<file path="config.mk">
export PLATFORM = sky130hd
export DESIGN_NAME = link_time_sync_supervisor_core_flat
export DESIGN_NICKNAME = d
export VERILOG_FILES = /design/src/hw/rtl/lts_pkg.sv /design/src/hw/rtl/lts_if.sv /design/src/hw/rtl/lts_cfg_regs.sv /design/src/hw/rtl/lts_step.sv /design/src/hw/rtl/link_time_sync_supervisor_core.sv /design/src/flat_wrapper.sv
export SDC_FILE = /design/constraint.sdc
export NUM_CORES = 1
export LEC_CHECK = 0
export BUFFER_PORTS_ARGS = -buffer_cell sky130_fd_sc_hd__buf_2
export CORE_MARGIN = 5
export CORE_UTILIZATION = 46
export CTS_CLUSTER_DIAMETER = 150
export CTS_CLUSTER_SIZE = 24
export DETAILED_ROUTE_END_ITERATION = 16
export PLACE_DENSITY = 0.6
export RECOVER_POWER = 100
export SETUP_SLACK_MARGIN = 0.15
export SLEW_MARGIN = 20
export SYNTH_ARGS = -nofsm -noshare
export SYNTH_HDL_FRONTEND = slang
export SYNTH_SLANG_ARGS = --single-unit
</file>
<file path="constraint.sdc">
create_clock -name clk -period 6.15 [get_ports clk]
set_input_delay 1.845 -clock clk [delete_from_list [all_inputs] [get_ports clk]]
set_output_delay 1.845 -clock clk [all_outputs]
set_load 0.02 [all_outputs]
</file>
<file path="src/hw/rtl/lts_pkg.sv">
package lts_pkg;

  // Upper bound on credential slots that an attempt sequence walks through
  localparam int unsigned MAX_CREDENTIALS = 2;

  localparam logic [13:0] MIN_YEAR = 14'd2020;

  localparam logic OP_POLL    = 1'b0;
  localparam logic OP_REQUEST = 1'b1;

  // Configuration register indexes
  localparam int unsigned CFG_IDX_W = 3;
  localparam logic [CFG_IDX_W-1:0] CFG_CRED_COUNT      = 3'd0;
  localparam logic [CFG_IDX_W-1:0] CFG_BOOT_TIME       = 3'd1;
  localparam logic [CFG_IDX_W-1:0] CFG_BOOT_DELAY      = 3'd2;
  localparam logic [CFG_IDX_W-1:0] CFG_CONNECT_TIMEOUT = 3'd3;
  localparam logic [CFG_IDX_W-1:0] CFG_SERVICE_TIMEOUT = 3'd4;
  localparam logic [CFG_IDX_W-1:0] CFG_FAIL_WAIT       = 3'd5;
  localparam logic [CFG_IDX_W-1:0] CFG_REFRESH         = 3'd6;
  localparam int unsigned CFG_DATA_W = 32;

  typedef enum logic [2:0] {
    PH_IDLE    = 3'd0,
    PH_CONNECT = 3'd1,
    PH_SERVICE = 3'd2,
    PH_SYNCED  = 3'd3,
    PH_FAILED  = 3'd4
  } lts_phase_t;

  typedef enum logic [2:0] {
    ST_NO_CONFIG  = 3'd0,
    ST_LINKING    = 3'd1,
    ST_SYNCING    = 3'd2,
    ST_NO_NETWORK = 3'd3,
    ST_SYNCED     = 3'd4,
    ST_NO_TIME    = 3'd5
  } lts_status_t;

  typedef struct packed {
    logic [1:0]  cred_count;
    logic [31:0] boot_time_ms;
    logic [31:0] boot_delay_ms;
    logic [31:0] connect_timeout_ms;
    logic [31:0] service_timeout_ms;
    logic [31:0] fail_wait_ms;
    logic [31:0] refresh_interval_ms;
  } lts_cfg_t;

  localparam lts_cfg_t CFG_RESET = '{
    cred_count:          2'd0,
    boot_time_ms:        32'd0,
    boot_delay_ms:       32'd3000,
    connect_timeout_ms:  32'd15000,
    service_timeout_ms:  32'd12000,
    fail_wait_ms:        32'd300000,
    refresh_interval_ms: 32'd21600000
  };

  typedef struct packed {
    lts_phase_t  phase;
    logic [31:0] phase_start_ms;
    logic [1:0]  attempt_index;
    logic        force_pending;
    logic        synced_once;
    logic [31:0] last_ok_ms;
    logic [31:0] retry_at_ms;
  } lts_state_t;

  localparam lts_state_t STATE_RESET = '{
    phase:          PH_IDLE,
    phase_start_ms: 32'd0,
    attempt_index:  2'd0,
    force_pending:  1'b0,
    synced_once:    1'b0,
    last_ok_ms:     32'd0,
    retry_at_ms:    32'd0
  };

  typedef struct packed {
    logic        operation;
    logic [31:0] now_ms;
    logic        host_time_present;
    logic        link_up;
    logic        time_ready;
    logic [13:0] cand_year;
    logic [3:0]  cand_month;
    logic [4:0]  cand_day;
    logic [4:0]  cand_hour;
    logic [5:0]  cand_minute;
    logic [5:0]  cand_second;
  } lts_item_t;

  typedef struct packed {
    logic [2:0]  status_code;
    logic        connect_start;
    logic        slot;
    logic        link_off;
    logic        time_captured;
    logic        ever_synced;
    logic [13:0] sync_year;
    logic [3:0]  sync_month;
    logic [4:0]  sync_day;
    logic [4:0]  sync_hour;
    logic [5:0]  sync_minute;
    logic [5:0]  sync_second;
  } lts_result_t;

endpackage

</file>
<file path="src/hw/rtl/lts_if.sv">
interface lts_in_if import lts_pkg::*; ();
  logic      valid;
  logic      ready;
  lts_item_t data;

  modport source (output valid, output data, input ready);
  modport sink (input valid, input data, output ready);
endinterface

interface lts_out_if import lts_pkg::*; ();
  logic        valid;
  logic        ready;
  lts_result_t data;

  modport source (output valid, output data, input ready);
  modport sink (input valid, input data, output ready);
endinterface

</file>
<file path="src/hw/rtl/lts_cfg_regs.sv">
module lts_cfg_regs import lts_pkg::*; (
  input  logic                  clk,
  input  logic                  rst_n,
  input  logic                  cfg_we,
  input  logic [CFG_IDX_W-1:0]  cfg_index,
  input  logic [CFG_DATA_W-1:0] cfg_wdata,
  output lts_cfg_t              cfg
);

  lts_cfg_t cfg_r;
  lts_cfg_t cfg_nxt;

  always_comb begin
    cfg_nxt = cfg_r;
    if (cfg_we) begin
      unique case (cfg_index)
        CFG_CRED_COUNT:      cfg_nxt.cred_count          = cfg_wdata[1:0];
        CFG_BOOT_TIME:       cfg_nxt.boot_time_ms        = cfg_wdata;
        CFG_BOOT_DELAY:      cfg_nxt.boot_delay_ms       = cfg_wdata;
        CFG_CONNECT_TIMEOUT: cfg_nxt.connect_timeout_ms  = cfg_wdata;
        CFG_SERVICE_TIMEOUT: cfg_nxt.service_timeout_ms  = cfg_wdata;
        CFG_FAIL_WAIT:       cfg_nxt.fail_wait_ms        = cfg_wdata;
        CFG_REFRESH:         cfg_nxt.refresh_interval_ms = cfg_wdata;
        default: ; // drop writes beyond the register list
      endcase
    end
  end

  always_ff @(posedge clk) begin
    if (!rst_n) begin
      cfg_r <= CFG_RESET;
    end else begin
      cfg_r <= cfg_nxt;
    end
  end

  assign cfg = cfg_r;

endmodule

</file>
<file path="src/hw/rtl/lts_step.sv">
module lts_step import lts_pkg::*; (
  input  lts_cfg_t    cfg,
  input  lts_state_t  st,
  input  lts_item_t   item,
  output lts_state_t  st_nxt,
  output lts_result_t res
);

  logic [31:0] since_boot;
  logic [31:0] since_phase;
  logic [31:0] since_ok;
  logic [31:0] retry_sum;
  logic [1:0]  attempt_inc;
  logic [3:0]  creds;
  logic        stale;
  logic        need;
  logic        advance;
  logic        conn;
  logic        off;
  logic        cap;
  lts_status_t status;

  assign since_boot  = item.now_ms - cfg.boot_time_ms;
  assign since_phase = item.now_ms - st.phase_start_ms;
  assign since_ok    = item.now_ms - st.last_ok_ms;
  assign retry_sum   = item.now_ms + cfg.fail_wait_ms;
  assign attempt_inc = st.attempt_index + 2'd1;
  assign creds       = ({2'b00, cfg.cred_count} > 4'(MAX_CREDENTIALS)) ?
                       4'(MAX_CREDENTIALS) : {2'b00, cfg.cred_count};
  assign stale       = !st.synced_once || (since_ok >= cfg.refresh_interval_ms);
  assign need        = st.force_pending || (!item.host_time_present && stale);

  always_comb begin
    st_nxt  = st;
    advance = 1'b0;
    conn    = 1'b0;
    off     = 1'b0;
    cap     = 1'b0;
    if (item.operation == OP_REQUEST) begin
      st_nxt.force_pending = 1'b1;
      st_nxt.retry_at_ms   = 32'd0;
    end else if (since_boot >= cfg.boot_delay_ms) begin
      unique case (st.phase)
        PH_IDLE: begin
          if (need) begin
            st_nxt.force_pending = 1'b0;
            if (cfg.cred_count == 2'd0) begin
              st_nxt.phase       = PH_FAILED;
              st_nxt.retry_at_ms = retry_sum;
            end else begin
              st_nxt.attempt_index  = 2'd0;
              st_nxt.phase_start_ms = item.now_ms;
              st_nxt.phase          = PH_CONNECT;
              conn                  = 1'b1;
            end
          end
        end
        PH_CONNECT: begin
          if (item.link_up) begin
            st_nxt.phase_start_ms = item.now_ms;
            st_nxt.phase          = PH_SERVICE;
          end else if (since_phase > cfg.connect_timeout_ms) begin
            off     = 1'b1;
            advance = 1'b1;
          end
        end
        PH_SERVICE: begin
          if (item.time_ready && (item.cand_year >= MIN_YEAR)) begin
            cap                = 1'b1;
            off                = 1'b1;
            st_nxt.synced_once = 1'b1;
            st_nxt.last_ok_ms  = item.now_ms;
            st_nxt.phase       = PH_SYNCED;
          end else if (since_phase > cfg.service_timeout_ms) begin
            off     = 1'b1;
            advance = 1'b1;
          end
        end
        PH_SYNCED: begin
          if (since_ok >= cfg.refresh_interval_ms) begin
            st_nxt.phase = PH_IDLE;
          end
        end
        default: begin
          if (st.force_pending ||
              ((st.retry_at_ms != 32'd0) && (item.now_ms >= st.retry_at_ms))) begin
            st_nxt.retry_at_ms = 32'd0;
            st_nxt.phase       = PH_IDLE;
          end
        end
      endcase
      // Move to the next credential slot, or give up and schedule a retry
      if (advance) begin
        st_nxt.attempt_index = attempt_inc;
        if ({2'b00, attempt_inc} < creds) begin
          st_nxt.phase_start_ms = item.now_ms;
          st_nxt.phase          = PH_CONNECT;
          conn                  = 1'b1;
        end else begin
          st_nxt.phase       = PH_FAILED;
          st_nxt.retry_at_ms = retry_sum;
        end
      end
    end
  end

  always_comb begin
    if (cfg.cred_count == 2'd0) begin
      status = ST_NO_CONFIG;
    end else begin
      unique case (st_nxt.phase)
        PH_CONNECT: status = ST_LINKING;
        PH_SERVICE: status = ST_SYNCING;
        PH_FAILED:  status = ST_NO_NETWORK;
        default:    status = st_nxt.synced_once ? ST_SYNCED : ST_NO_TIME;
      endcase
    end
  end

  always_comb begin
    res               = '0;
    res.status_code   = status;
    res.connect_start = conn;
    res.slot          = st_nxt.attempt_index[0];
    res.link_off      = off;
    res.time_captured = cap;
    res.ever_synced   = st_nxt.synced_once;
    if (cap) begin
      res.sync_year   = item.cand_year;
      res.sync_month  = item.cand_month;
      res.sync_day    = item.cand_day;
      res.sync_hour   = item.cand_hour;
      res.sync_minute = item.cand_minute;
      res.sync_second = item.cand_second;
    end
  end

endmodule

</file>
<file path="src/hw/rtl/link_time_sync_supervisor_core.sv">
// Link time sync supervisor.
// in_ch carries poll and request items (valid/ready); a transfer happens on
// a rising edge with both high. Every accepted item yields exactly one result
// on out_ch, in order: status code, connect and link-off pulses, the current
// credential slot and, on a fresh sync, the captured calendar time.
// cfg_we/cfg_index/cfg_wdata write the timing and credential registers; write
// them only while no item is in flight.
// An item transferred on in_ch is held in the input register, then evaluated
// into the result register, which shows it from then on. Throughput: one item
// per cycle while the receiver keeps up, set by the single evaluation stage
// between the input register and the result register.
// Reset (rst_n low at a clock edge) returns the phase machine to idle with no
// sync history and loads the default timeouts; both stages empty.
// When the receiver stalls, the result register holds its value, the input
// register holds one more item, and in_ch.ready drops only when both are full.
module link_time_sync_supervisor_core import lts_pkg::*; (
  input  logic                  clk,
  input  logic                  rst_n,
  lts_in_if.sink                in_ch,
  lts_out_if.source             out_ch,
  input  logic                  cfg_we,
  input  logic [CFG_IDX_W-1:0]  cfg_index,
  input  logic [CFG_DATA_W-1:0] cfg_wdata
);

  lts_cfg_t    cfg;

  // Input stage
  logic        in_valid_r;
  logic        in_valid_nxt;
  lts_item_t   in_item_r;

  // Supervisor state
  lts_state_t  st_r;
  lts_state_t  st_nxt;

  // Result stage
  logic        out_valid_r;
  logic        out_valid_nxt;
  lts_result_t out_data_r;
  lts_result_t res;

  logic        in_xfer;
  logic        eval;

  lts_cfg_regs u_cfg (
    .clk       (clk),
    .rst_n     (rst_n),
    .cfg_we    (cfg_we),
    .cfg_index (cfg_index),
    .cfg_wdata (cfg_wdata),
    .cfg       (cfg)
  );

  lts_step u_step (
    .cfg    (cfg),
    .st     (st_r),
    .item   (in_item_r),
    .st_nxt (st_nxt),
    .res    (res)
  );

  // Evaluate the held item whenever the result register is free or draining
  assign eval         = in_valid_r && (!out_valid_r || out_ch.ready);
  assign in_ch.ready  = !in_valid_r || eval;
  assign in_xfer      = in_ch.valid && in_ch.ready;

  assign in_valid_nxt  = in_xfer ? 1'b1 : (eval ? 1'b0 : in_valid_r);
  assign out_valid_nxt = eval ? 1'b1 : (out_ch.ready ? 1'b0 : out_valid_r);

  always_ff @(posedge clk) begin
    if (!rst_n) begin
      in_valid_r  <= 1'b0;
      out_valid_r <= 1'b0;
      st_r        <= STATE_RESET;
    end else begin
      in_valid_r  <= in_valid_nxt;
      out_valid_r <= out_valid_nxt;
      if (eval) begin
        st_r <= st_nxt;
      end
    end
  end

  // Payload registers: load on transfer / evaluation, hold otherwise
  always_ff @(posedge clk) begin
    if (in_xfer) begin
      in_item_r <= in_ch.data;
    end
    if (eval) begin
      out_data_r <= res;
    end
  end

  assign out_ch.valid = out_valid_r;
  assign out_ch.data  = out_data_r;

  // A captured time always leaves the machine synced with history set
  a_capture_synced: assert property (@(posedge clk) disable iff (!rst_n)
    eval && res.time_captured |=> (st_r.phase == PH_SYNCED) && st_r.synced_once)
    else $error("time capture did not land in the synced phase");

  // A connect pulse always starts a connect phase at the item's time
  a_connect_phase: assert property (@(posedge clk) disable iff (!rst_n)
    eval && res.connect_start |=>
      (st_r.phase == PH_CONNECT) && (st_r.phase_start_ms == $past(in_item_r.now_ms)))
    else $error("connect pulse without entering the connect phase");

  // An empty input stage always takes a transfer
  a_ready_when_empty: assert property (@(posedge clk) disable iff (!rst_n)
    !in_valid_r |-> in_ch.ready)
    else $error("input stalled with an empty input stage");

  // Time fields stay clear unless a capture is reported
  a_fields_clear: assert property (@(posedge clk) disable iff (!rst_n)
    out_valid_r && !out_data_r.time_captured |->
      (out_data_r.sync_year == 14'd0) && (out_data_r.sync_second == 6'd0))
    else $error("time fields set without a capture");

endmodule

</file>
<file path="src/flat_wrapper.sv">
// flat-port wrapper written by rule: the top's interface ports become plain ports
module link_time_sync_supervisor_core_flat import lts_pkg::*;
  (clk, rst_n, cfg_we, cfg_index, cfg_wdata, in_ch_valid, in_ch_data, in_ch_ready, out_ch_valid, out_ch_data, out_ch_ready);
  lts_in_if in_ch_i ();
  lts_out_if out_ch_i ();
  input  logic clk;
  input  logic rst_n;
  input  logic cfg_we;
  input  logic [CFG_IDX_W-1:0] cfg_index;
  input  logic [CFG_DATA_W-1:0] cfg_wdata;
  input wire logic [$bits(in_ch_i.valid)-1:0] in_ch_valid;
  input wire logic [$bits(in_ch_i.data)-1:0] in_ch_data;
  output wire logic [$bits(in_ch_i.ready)-1:0] in_ch_ready;
  output wire logic [$bits(out_ch_i.valid)-1:0] out_ch_valid;
  output wire logic [$bits(out_ch_i.data)-1:0] out_ch_data;
  input wire logic [$bits(out_ch_i.ready)-1:0] out_ch_ready;
  assign in_ch_i.valid = in_ch_valid;
  assign in_ch_i.data = in_ch_data;
  assign in_ch_ready = in_ch_i.ready;
  assign out_ch_valid = out_ch_i.valid;
  assign out_ch_data = out_ch_i.data;
  assign out_ch_i.ready = out_ch_ready;
  link_time_sync_supervisor_core u_core (.clk(clk), .rst_n(rst_n), .in_ch(in_ch_i), .out_ch(out_ch_i), .cfg_we(cfg_we), .cfg_index(cfg_index), .cfg_wdata(cfg_wdata));
endmodule
</file>
# After elaboration in Yosys (flattened, before gate mapping)

Cells that the tools add are included.

Bits of input ports: 116
ROM bits: 0
Word-level logic and storage cells: 158
Bits in writable memories: 0
Latch bits: 0
Register bits: 423
Memories kept: 0
Output and inout bits: 50

Reductions and logical operators: 39
Order comparisons: 8
Eq/ne operators: 13
Multipliers: 0
Muxes and demuxes: 51
Shift operators: 0
Bitwise operators: 2
Div/mod/pow operators: 0
Add/sub/neg operators: 5

Operator list:

| operator               | count |
|---|---|
| $mux W32               | 7 |
| $pmux W32 S2           | 2 |
| $mux W103              | 1 |
| $mux W33               | 3 |
| $ge A32 B32 Y1         | 3 |
| $sub A32 B32 Y32       | 3 |
| $mux W37               | 2 |
| $gt A32 B32 Y1         | 2 |
| $mux W38               | 1 |
| $mux W35               | 1 |
| $mux W34               | 1 |
| $add A32 B32 Y32       | 1 |
| $reduce_bool A32 Y1    | 1 |
| $mux W1                | 22 |
| $mux W3                | 6 |
| $reduce_and A2 Y1      | 8 |
| $eq A3 B2 Y1 const B   | 5 |
| $ge A14 B11 Y1 const B | 1 |
| $reduce_bool A2 Y1     | 7 |
| $eq A3 B3 Y1 const B   | 4 |
| $pmux W3 S4            | 1 |
| $eq A3 B1 Y1 const B   | 3 |
| $pmux W3 S3            | 1 |
| $logic_not A3 Y1       | 2 |
| other kinds (17)       | 30 |

# Logic depth before layout (Yosys ltp)

Gate-level depths: netlist of the first run.

Word-level depth: 13
Gate-level depth with buffers: 27

# By module

Synthesis of the first run repeated with hierarchy kept, for this count alone.

Cell total of the unflattened synthesis: 3045
Area, all modules: 27422.6 sq um

By module, submodules not included:

| module                         | cells each | instances | area an instance (sq um) |
|---|---|---|---|
| lts_step                       | 1770       | 1         | 12131.6 |
| link_time_sync_supervisor_core | 580        | 1         | 7923.8 |
| lts_cfg_regs                   | 695        | 1         | 7367.1 |

# Worst setup path before layout of the first run

OpenSTA, ideal clock, no wires.

Kind: flip-flop to flip-flop
Start point: register u_core.in_item_r[43] in the netlist's numbering
End point: register u_core.out_data_r (netlist bit u_core.out_ch.data[47]) (data pin)
Path slack: 0.698 ns
Setup time: 0.255 ns
Buffers on the path: 0
Data arrival time: 5.197 ns
Data required time: 5.895 ns
Stages on the path, launching flop included: 26
Cell sequence: edfxtp_1 inv_1 ha_1 inv_1 fa_1 a21oi_1 nor2_1 o31a_1 o32ai_4 o211ai_1 o22a_1 a2111o_1 a21o_1 a21oi_2 xnor2_1 ha_1 nand4_1 nor3_1 o221ai_1 nand3_1 a21oi_1 o211a_1 a311oi_1 o31ai_1 or3_1 and3_1

Cells in the longest elaborated chain, start to end: 12
Elaborated cells on any way between the ends: 31
Those cells by class: add/sub: 3; order compare: 5; eq/ne: 3; mux: 15; reduce/logical: 5

RTL lines:

| what                                              | RTL line                             | text |
|---|---|---|
| start: declaration                                | link_time_sync_supervisor_core.sv:31 | `lts_item_t in_item_r;` |
| start signal: assignment                          | link_time_sync_supervisor_core.sv:88 | `in_item_r <= in_ch.data;` |
| $sub A32 B32 Y32, on equally long branches        | lts_step.sv:24, lts_step.sv:25       |  |
| $gt A32 B32 Y1 (tied with other cells)            | lts_step.sv:74                       | `end else if (since_phase > cfg.service_timeout_ms) begin` |
| $mux W1 (tied with other cells)                   | lts_step.sv:74                       |  |
| $mux W1 (tied with other cells)                   | lts_step.sv:68                       | `if (item.time_ready && (item.cand_year >= MIN_YEAR)) begin` |
| $pmux W1 S2 or $logic_or A1 B1 Y1 (tied branches) | lts_step.sv:43, lts_step.sv:31       |  |
| $mux W1 or $mux W38 (tied branches)               | lts_step.sv:42, lts_step.sv:45       |  |
| $mux W1 or $pmux W3 S4 (tied branches)            | lts_step.sv:39, lts_step.sv:43       |  |
| $mux W37                                          | lts_step.sv:93                       | `if (advance) begin` |
| $mux W103 *                                       | lts_step.sv:42                       | `end else if (since_boot >= cfg.boot_delay_ms) begin` |
| $mux W37 *                                        | lts_step.sv:39                       | `if (item.operation == OP_REQUEST) begin` |
| $eq A3 B3 Y1 (tied with other cells)              | lts_step.sv:111                      | `unique case (st_nxt.phase)` |
| $pmux W3 S3 *                                     | lts_step.sv:111                      |  |
| end signal: assignment                            | link_time_sync_supervisor_core.sv:91 | `out_data_r <= res;` |
| end: declaration                                  | link_time_sync_supervisor_core.sv:40 | `lts_result_t out_data_r;` |

Every way passes the cells marked *; elsewhere a longest branch is shown, timed or not. The select of a mux whose other input is x is not followed.
A chain may end at the register's enable or synchronous reset.

# Worst setup path in the final report of the first run

Start point: input port rst_n
End point: register u_core.st_r[51] in the netlist's numbering

RTL lines:

| what                   | RTL line                             | text |
|---|---|---|
| start: declaration     | flat_wrapper.sv:7                    | `input logic rst_n;` |
| end signal: assignment | link_time_sync_supervisor_core.sv:80 | `st_r <= st_nxt;` |
| end: declaration       | link_time_sync_supervisor_core.sv:34 | `lts_state_t st_r;` |

No word-level cell between the ends.

==> metrics.md, run 1 <==
| Metric | Value |
|---|---|
| Die area | around 60000 µm² |
| Ports | between 150 and 200 |
| Non-Filler Instances | approximately 3.8k |
| GR Layer Usage met3 | 0.0246 |
| Pin count of the biggest net entering global routing | 141 |
| Via Count | 20.9k |
| GRT Total Usage | 0.233 |
| Antenna cells | 0 |
| Routed len/inst | between 15 and 20 µm |
| Critical Path RT | between 6 and 7 ns |
| M2 GR Usage | 0.376 |
| Placement Cell Area | around 27000 µm² |
| H-tree depth | 1 |
| Finish-stage setup viols | 0 |
| Port bufs | around 170 |
| Cts bufs inserted | 21 |
| Multi-input logic area | 14000 µm² |
| DRC | 0 |
| Initial antenna violation count | 2 |
| Critical Path AT | 6.29 ns |
| Site Rows | 85 |
| Grt met1 use | 0.337 |
| Failing checks | max-capacitance violations, max-slew violations |
| Synth Area in Compound Gates | 0.197 |
| Core ar. | around 54000 µm² |
| CP max stage cell | clkbuf_1 |
| Post-synth EDFFs | between 100 and 150 |
| Synth Cell Area | roughly 25000 µm² |
| Final instance area | about 28000 µm² |
| Crit-path max FO | between 100 and 150 |
| Vias in the first global route | approximately 20k |
| Crit end category | register |
| Synth Instances | ~2.9k |
| Area growth syn-to-layout | 11.2% |
| Max Freq | about 170 MHz |
| Hold Fails Final Rpt | 0 |
| Max VDD drop | between 150 and 200 µV |
| Detailed placer's ending HPWL | between 50 and 60 mm |
| Post-DR vias/cell | between 5 and 6 |
| CP Class | in2reg |
| Post-route setup slack | around 0.34 ns |
| Net count after synthesis | approximately 3.3k |
| Final total power | ~5800 µW |
| FF/Latch Area | slightly below 10000 µm² |
| Die Wd | 242 µm |
| Ys async rst share | 0 |
| Max-slew headroom | -1.57 |
| TritonCTS clock tree | built |
| Worst-Margin Slew | roughly 3.8 ns |
| Placed Cells | about 3.7k |
| TritonRoute pass-1 iters | 5 |
| Max incr delay on CP | just under 2 ns |
| Worst-path clk slew | 0.11 ns |
| Total of max-cap violations | 6 |
| Gpl congestion | 0.972 |
| Iteration-0 DRC Markers | between 1k and 1.5k |
| Cts-stage hold buffer count | 0 |
| Yosys top cell by area | dfxtp_1 |
| First-pass GRT wire length | 110 mm |
| Initial Util | 0.463 |
| Clock Sink Count | ~420 |
| Synth Area in XOR/XNOR | 0.0395 |
| P per Cell Area | around 210 nW/µm² |
| GR Overflow Total | 0 |
| Most instantiated cells after synthesis | 499 x nand2_1, 341 x a21oi_1, 299 x dfxtp_1, 287 x inv_1, 285 x ha_1 |
| CP Launch Type | input pin |
| Status | finished, violations left |
| Multiplexer share of the synthesized area | 0.0137 |
| Top-count cell post-synth | nand2_1 |
| Hold Crit Class | reg2reg |
| Largest family of logic cells by synthesized area | compound AO/OA/AOI/OAI gates |
| Clk_skew | approximately 0.034 ns |
| Clock latency at the later pin of the worst-skew pair | ~0.59 ns |
| Filler instances | 5072 |
| Crit-path cells | buf_2 -> clkbuf_1 -> inv_6 -> clkbuf_4 -> a21oi_1 |
| Die Y | 242 µm |
| Count of unique library cells instantiated by Yosys | 76 |
| Synth top area cells | dfxtp_1 24%, edfxtp_1 15%, ha_1 14% |
| Ratio of cells with drive above 1 in the final layout | 0.0900 |
| Yosys top cell area share | 0.241 |
| Cell leakage power | 0.0106 µW |
| WL final | approximately 73 mm |
| #FFs+latches synth | around 420 |
| Most used DFF post-synth | dfxtp_1 |
| Period utilization | 0.945 |
| Slew Limit Fails | between 300 and 400 |
| RSZ-0062 raised after global routing | true |
| Post-Synth Simple-Gate Area | 0.154 |
| Longest Clk Path Bufs | 3 |
| Synthesized area per cell | a little under 9 µm² |
| Synth Area in Adders | 0.147 |
| Final net count | roughly 3.4k |
| Placement Setup Slack | -0.141 ns |
| Antenna-violating nets left | 0 |
| Seq/Total Area, Yosys | 0.391 |
| Yosys warning count | 0 |
| Root Driver | clkbuf_16 |
| Busiest layer in global routing | met2 |
| Crit path time final | a little under 6 ns |
state kept, by name (all words and copies together) (netlist names):
name	cells
u_core.in_item_r	76
u_core.out_ch.data	48
u_core.out_ch.valid	1
u_core.st_r	103
u_core.u_cfg.cfg	194
u_core.in_valid_r	1
power breakdown:
| part | switching [µW] | leakage (µW) | internal (µW) |
|---|---|---|---|
| registers | 66.2 | 0.00363 | 2950 |
| clock network | 958 | 0.000281 | 654 |
| logic | 725 | 0.00672 | 475 |
| total | 1750 | 0.0106 | 4080 |
layout by cell type (no fill, tap or decap), types with 14 or more instances in the layout:
cell	count
nand2_1	497
a22o_1	31
a21oi_1	333
nor4_1	14
edfxtp_1	124
o21a_1	32
nor2b_1	19
a211oi_1	15
and3_1	15
xnor2_1	73
nand2b_1	22
inv_1	285
xor2_1	37
clkbuf_1	77
nand4_1	33
dfxtp_1	299
nor3_1	18
ha_1	284
o21ai_0	57
o211ai_1	42
nand3_1	40
and2_1	40
buf_2	108
a21o_1	96
o21ai_1	15
o21bai_1	17
mux2i_1	34
a31oi_1	16
buf_4	54
clkbuf_16	23
nor2_1	117
kinds of logic after synthesis:
| logic type | after synthesis |
|---|---|
| adder cells (fa/ha/maj) | 289 |
| AO/OA/AOI/OAI | 765 |
| buffers and inverters | 383 |
| AND/OR/NAND/NOR | 869 |
| XOR/XNOR | 112 |
| flip-flops | 423 |
| multiplexers | 34 |
critical path, delay by kind of cell:
family | cells | cell delay [ns]
buf+inv | 4 | 3.73
compound gates | 1 | 0.42
layout make-up:
| cell class | instances | area share |
|---|---|---|
| tap | 696 | 0.0315 |
| inverter | 288 | 0.0393 |
| clock inverter | 1 | 0.000408 |
| sequential | 423 | 0.351 |
| clock buffer | 35 | 0.0209 |
| timing repair buffer | 238 | 0.0498 |
| multi-input combinational | 2069 | 0.507 |
per-stage QoR:
| stage | util | setup TNS [ns] | hold slack, ns |
|---|---|---|---|
| after floorplan | - | 0 | 0.436 |
| after global placement | 0.497 | -0.0566 | 0.442 |
| after detailed placement | 0.497 | -0.165 | 0.446 |
| after CTS | 0.510 | 0 | 0.462 |
| after global routing | 0.514 | 0 | 0.477 |
| final | 0.514 | 0 | 0.458 |
metal layers:
metal / part of all wire / up-vias
li1: - / 10335
met1: 0.48 / 9915
met2: 0.44 / 518
met3: 0.048 / 85
met4: 0.028 / 0
met5: 0 / -
timing repair:
| action | 4_1_cts | 5_1_grt |
|---|---|---|
| pin swaps | 2 | 27 |
| endpoints found under the setup margin | 114 | 126 |
| setup buffers | 4 | 10 |
| cloned | 0 | 3 |
| gates resized for setup | 10 | 54 |
final timing paths:
check                         from                    end  slack (ns)  depth (start not counted)
max                          rst_n        u_core.st_r[51]        0.34                          5
min          u_core.u_cfg.cfg[113]  u_core.u_cfg.cfg[113]        0.46                          2
max reg2reg   u_core.in_item_r[48]        u_core.st_r[95]        0.37                         25
min reg2reg  u_core.u_cfg.cfg[113]  u_core.u_cfg.cfg[113]        0.46                          2
(Power assumes the default switching activity.)
==> inputs of run 2 (changes only) <==
CORE_MARGIN = 1.5   (was 5)
==> run 2 against run 1 <==
The run still ends with max-capacitance violations, max-slew violations left; critical path depth is 16 higher; hold slack better by 0.0017 ns; final area is 0.48% higher; utilization is 0.96 points higher; register-to-register slack worse by 0.08 ns; non-clock buffer count is 13 higher; cell count hardly changed; via count is 0.12% higher; power is 0.51% lower; first-iteration DRC count is 3.8% lower; die area is 5.7% lower; critical path type is now reg2reg; largest power group unchanged.
==> metrics.md, run 2 (same netlist as run 1, synthesis figures left out) <==
| Metric | Value |
|---|---|
| Placement Cell Area | 26700 µm² (about the same) |
| Area growth syn-to-layout | 11.7% (was 11.2%) |
| Worst-path clk slew | 0.11 ns (about the same) |
| Hold slack | 0.460 ns (was 0.458 ns) |
| Core ar. | 53000 µm² (was 53700 µm²) |
| Max reg flops | 194 (unchanged) |
| Critical Path RT | 6.47 ns (was 6.63 ns) |
| RSZ-0062 raised after global routing | true (unchanged) |
| Port bufs | 165 (unchanged) |
| Routed len/inst | 19.4 µm (about the same) |
| Finish-stage setup viols | 0 (unchanged) |
| Final net count | 3459 (was 3446) |
| Die Y | 235 µm (was 242 µm) |
| Commonest cells after routing, fill and taps aside | 497 x nand2_1, 335 x a21oi_1, 299 x dfxtp_1 (was 497 x nand2_1, 333 x a21oi_1, 299 x dfxtp_1) |
| WL final | 72.8 mm (was 72.9 mm) |
| GR Overflow Total | 0 (unchanged) |
| Antenna-violating nets left | 0 (unchanged) |
| Pin count of the biggest net entering global routing | 77 (was 141) |
| Clock Sink Count | 423 (unchanged) |
| Ratio of cells with drive above 1 in the final layout | 0.0956 (was 0.0900) |
| Filler instances | 5089 (was 5072) |
| TritonRoute pass-1 iters | 5 (unchanged) |
| Iteration-0 DRC Markers | 1306 (was 1357) |
| Via Count | 20.9k (about the same) |
| Clk_skew | 0.0214 ns (was 0.0338 ns) |
| CP Launch Type | register (was input pin) |
| First-pass GRT wire length | 111 mm (was 110 mm) |
| Ports | 166 (unchanged) |
| Crit end category | register (unchanged) |
| Initial antenna violation count | 0 (was 2) |
| Hold Fails Final Rpt | 0 (unchanged) |
| Status | finished, violations left (unchanged) |
| TritonCTS clock tree | built (unchanged) |
| Longest Clk Path Bufs | 3 (unchanged) |
| Initial Util | 0.469 (was 0.463) |
| Max Freq | 171 MHz (was 172 MHz) |
| Failing checks | max-capacitance violations, max-slew violations (unchanged) |
| Detailed placer's ending HPWL | 55.0 mm (was 54.1 mm) |
| Antenna cells | 0 (unchanged) |
| Cts bufs inserted | 21 (unchanged) |
| Non-Filler Instances | 3752 (was 3750) |
| Critical Path AT | 6.19 ns (was 6.29 ns) |
| Total of max-cap violations | 4 (was 6) |
| GRT Total Usage | 0.253 (was 0.233) |
| Final instance area | 27800 µm² (was 27600 µm²) |
| Max VDD drop | 198 µV (was 189 µV) |
| Worst-Margin Slew | 2.91 ns (was 3.85 ns) |
| Max-slew headroom | -0.944 (was -1.57) |
| H-tree depth | 1 (unchanged) |
| Die area | 55400 µm² (was 58800 µm²) |
| Die Wd | 235 µm (was 242 µm) |
| Placed Cells | 3688 (was 3697) |
| Crit-path max FO | 5 (was 140) |
| DRC | 0 (unchanged) |
| Slew Limit Fails | 176 (was 363) |
| Post-DR vias/cell | 5.56 (about the same) |
| CP Class | reg2reg (was in2reg) |
| Root Driver | clkbuf_16 (unchanged) |
| Gpl congestion | 0.922 (was 0.972) |
| Crit path time final | 5.86 ns (was 5.81 ns) |
| P per Cell Area | 209 nW/µm² (was 211 nW/µm²) |
| Period utilization | 0.953 (was 0.945) |
| Hold Crit Class | reg2reg (unchanged) |
| Site Rows | 84 (was 85) |
| Util after Layout | 0.524 (was 0.514) |
| Vias in the first global route | 20.0k (was 19.9k) |
| Cell leakage power | 0.0107 µW (was 0.0106 µW) |
| Commonest non-fill, non-tap cell in the layout | nand2_1 (unchanged) |
| Cts-stage hold buffer count | 0 (unchanged) |
| Clock latency at the later pin of the worst-skew pair | 0.57 ns (was 0.59 ns) |
-- run 2: cell types whose count changed in the layout (fill, tap and decap cells not counted), moves of 3 or more --
cell	delta
buf_4	+15
clkbuf_1	-4
buf_6	-3
o21ai_1	+3
o21ai_2	-3
-- run 2: per-stage QoR --
stage / setup TNS (ns) / total power (µW) / worst slack, ns
CTS: 0 / 5810 / 0.124
global placement: -0.150 / 4200 / -0.110
finish: 0 / 5800 / 0.289
detailed placement: -1.21 / 4220 / -0.224
floorplan: 0 / 3830 / 0.698
global route: 0 / 6090 / 0.00946
-- run 2: layout make-up --
| type | instances | area, µm² | area share |
|---|---|---|---|
| inverters | 288 | 1090 | 0.0391 |
| repair buffers | 251 | 1470 | 0.0531 |
| multi-input cells | 2069 | 14000 | 0.506 |
| clock buffers | 32 | 567 | 0.0204 |
| well taps | 688 | 861 | 0.0310 |
| clock inverters | 1 | 11.3 | 0.000406 |
| flip-flops and latches | 423 | 9710 | 0.350 |
-- run 2: metal layers --
layer	GRT usage	routed length (µm)
met1	0.365	35000
met2	0.412	32400
met3	0.0251	3980
met4	0.0495	1400
met5	0	0
-- run 2: report_power, final --
| part | internal, µW | switching, µW | leakage (µW) | total [µW] |
|---|---|---|---|---|
| registers | 2950 | 64.9 | 0.00363 | 3010 |
| logic | 479 | 723 | 0.00681 | 1200 |
| clock network | 647 | 936 | 0.000278 | 1580 |
| total | 4080 | 1720 | 0.0107 | 5800 |
-- run 2: path summary, 6_finish.rpt --
path                                             from                      to  slack, ns  cells past startpoint
worst min register to register  u_core.u_cfg.cfg[126]   u_core.u_cfg.cfg[126]       0.46                      2
worst max-delay path             u_core.in_item_r[48]  u_core.out_ch.data[47]       0.29                     21
worst max register to register   u_core.in_item_r[48]  u_core.out_ch.data[47]       0.29                     21
worst min-delay path            u_core.u_cfg.cfg[126]   u_core.u_cfg.cfg[126]       0.46                      2
-- run 2: timing repair --
item / 4_1_cts / 5_1_grt
resized for setup: 12 / 58
buffers inserted: 4 / 24
setup endpoints to repair: 139 / 147
pin swaps: 4 / 33
cloned: 0 / 3
-- run 2: critical path: stages (launching register included) --
cell and delay (ns):
edfxtp_1 0.58, buf_4 0.22, ha_1 0.32, nor2b_1 0.17
o31a_1 0.33, o32ai_2 0.39, o211ai_1 0.23, o22a_2 0.31
a2111o_1 0.45, a21o_1 0.18, a21oi_2 0.13, xnor2_1 0.08
ha_1 0.30, nand4_1 0.12, nor3_2 0.26, o2111a_2 0.28
a21oi_2 0.07, o211a_1 0.25, a311oi_4 0.28, o31ai_4 0.12
or3_4 0.38, and3_1 0.17
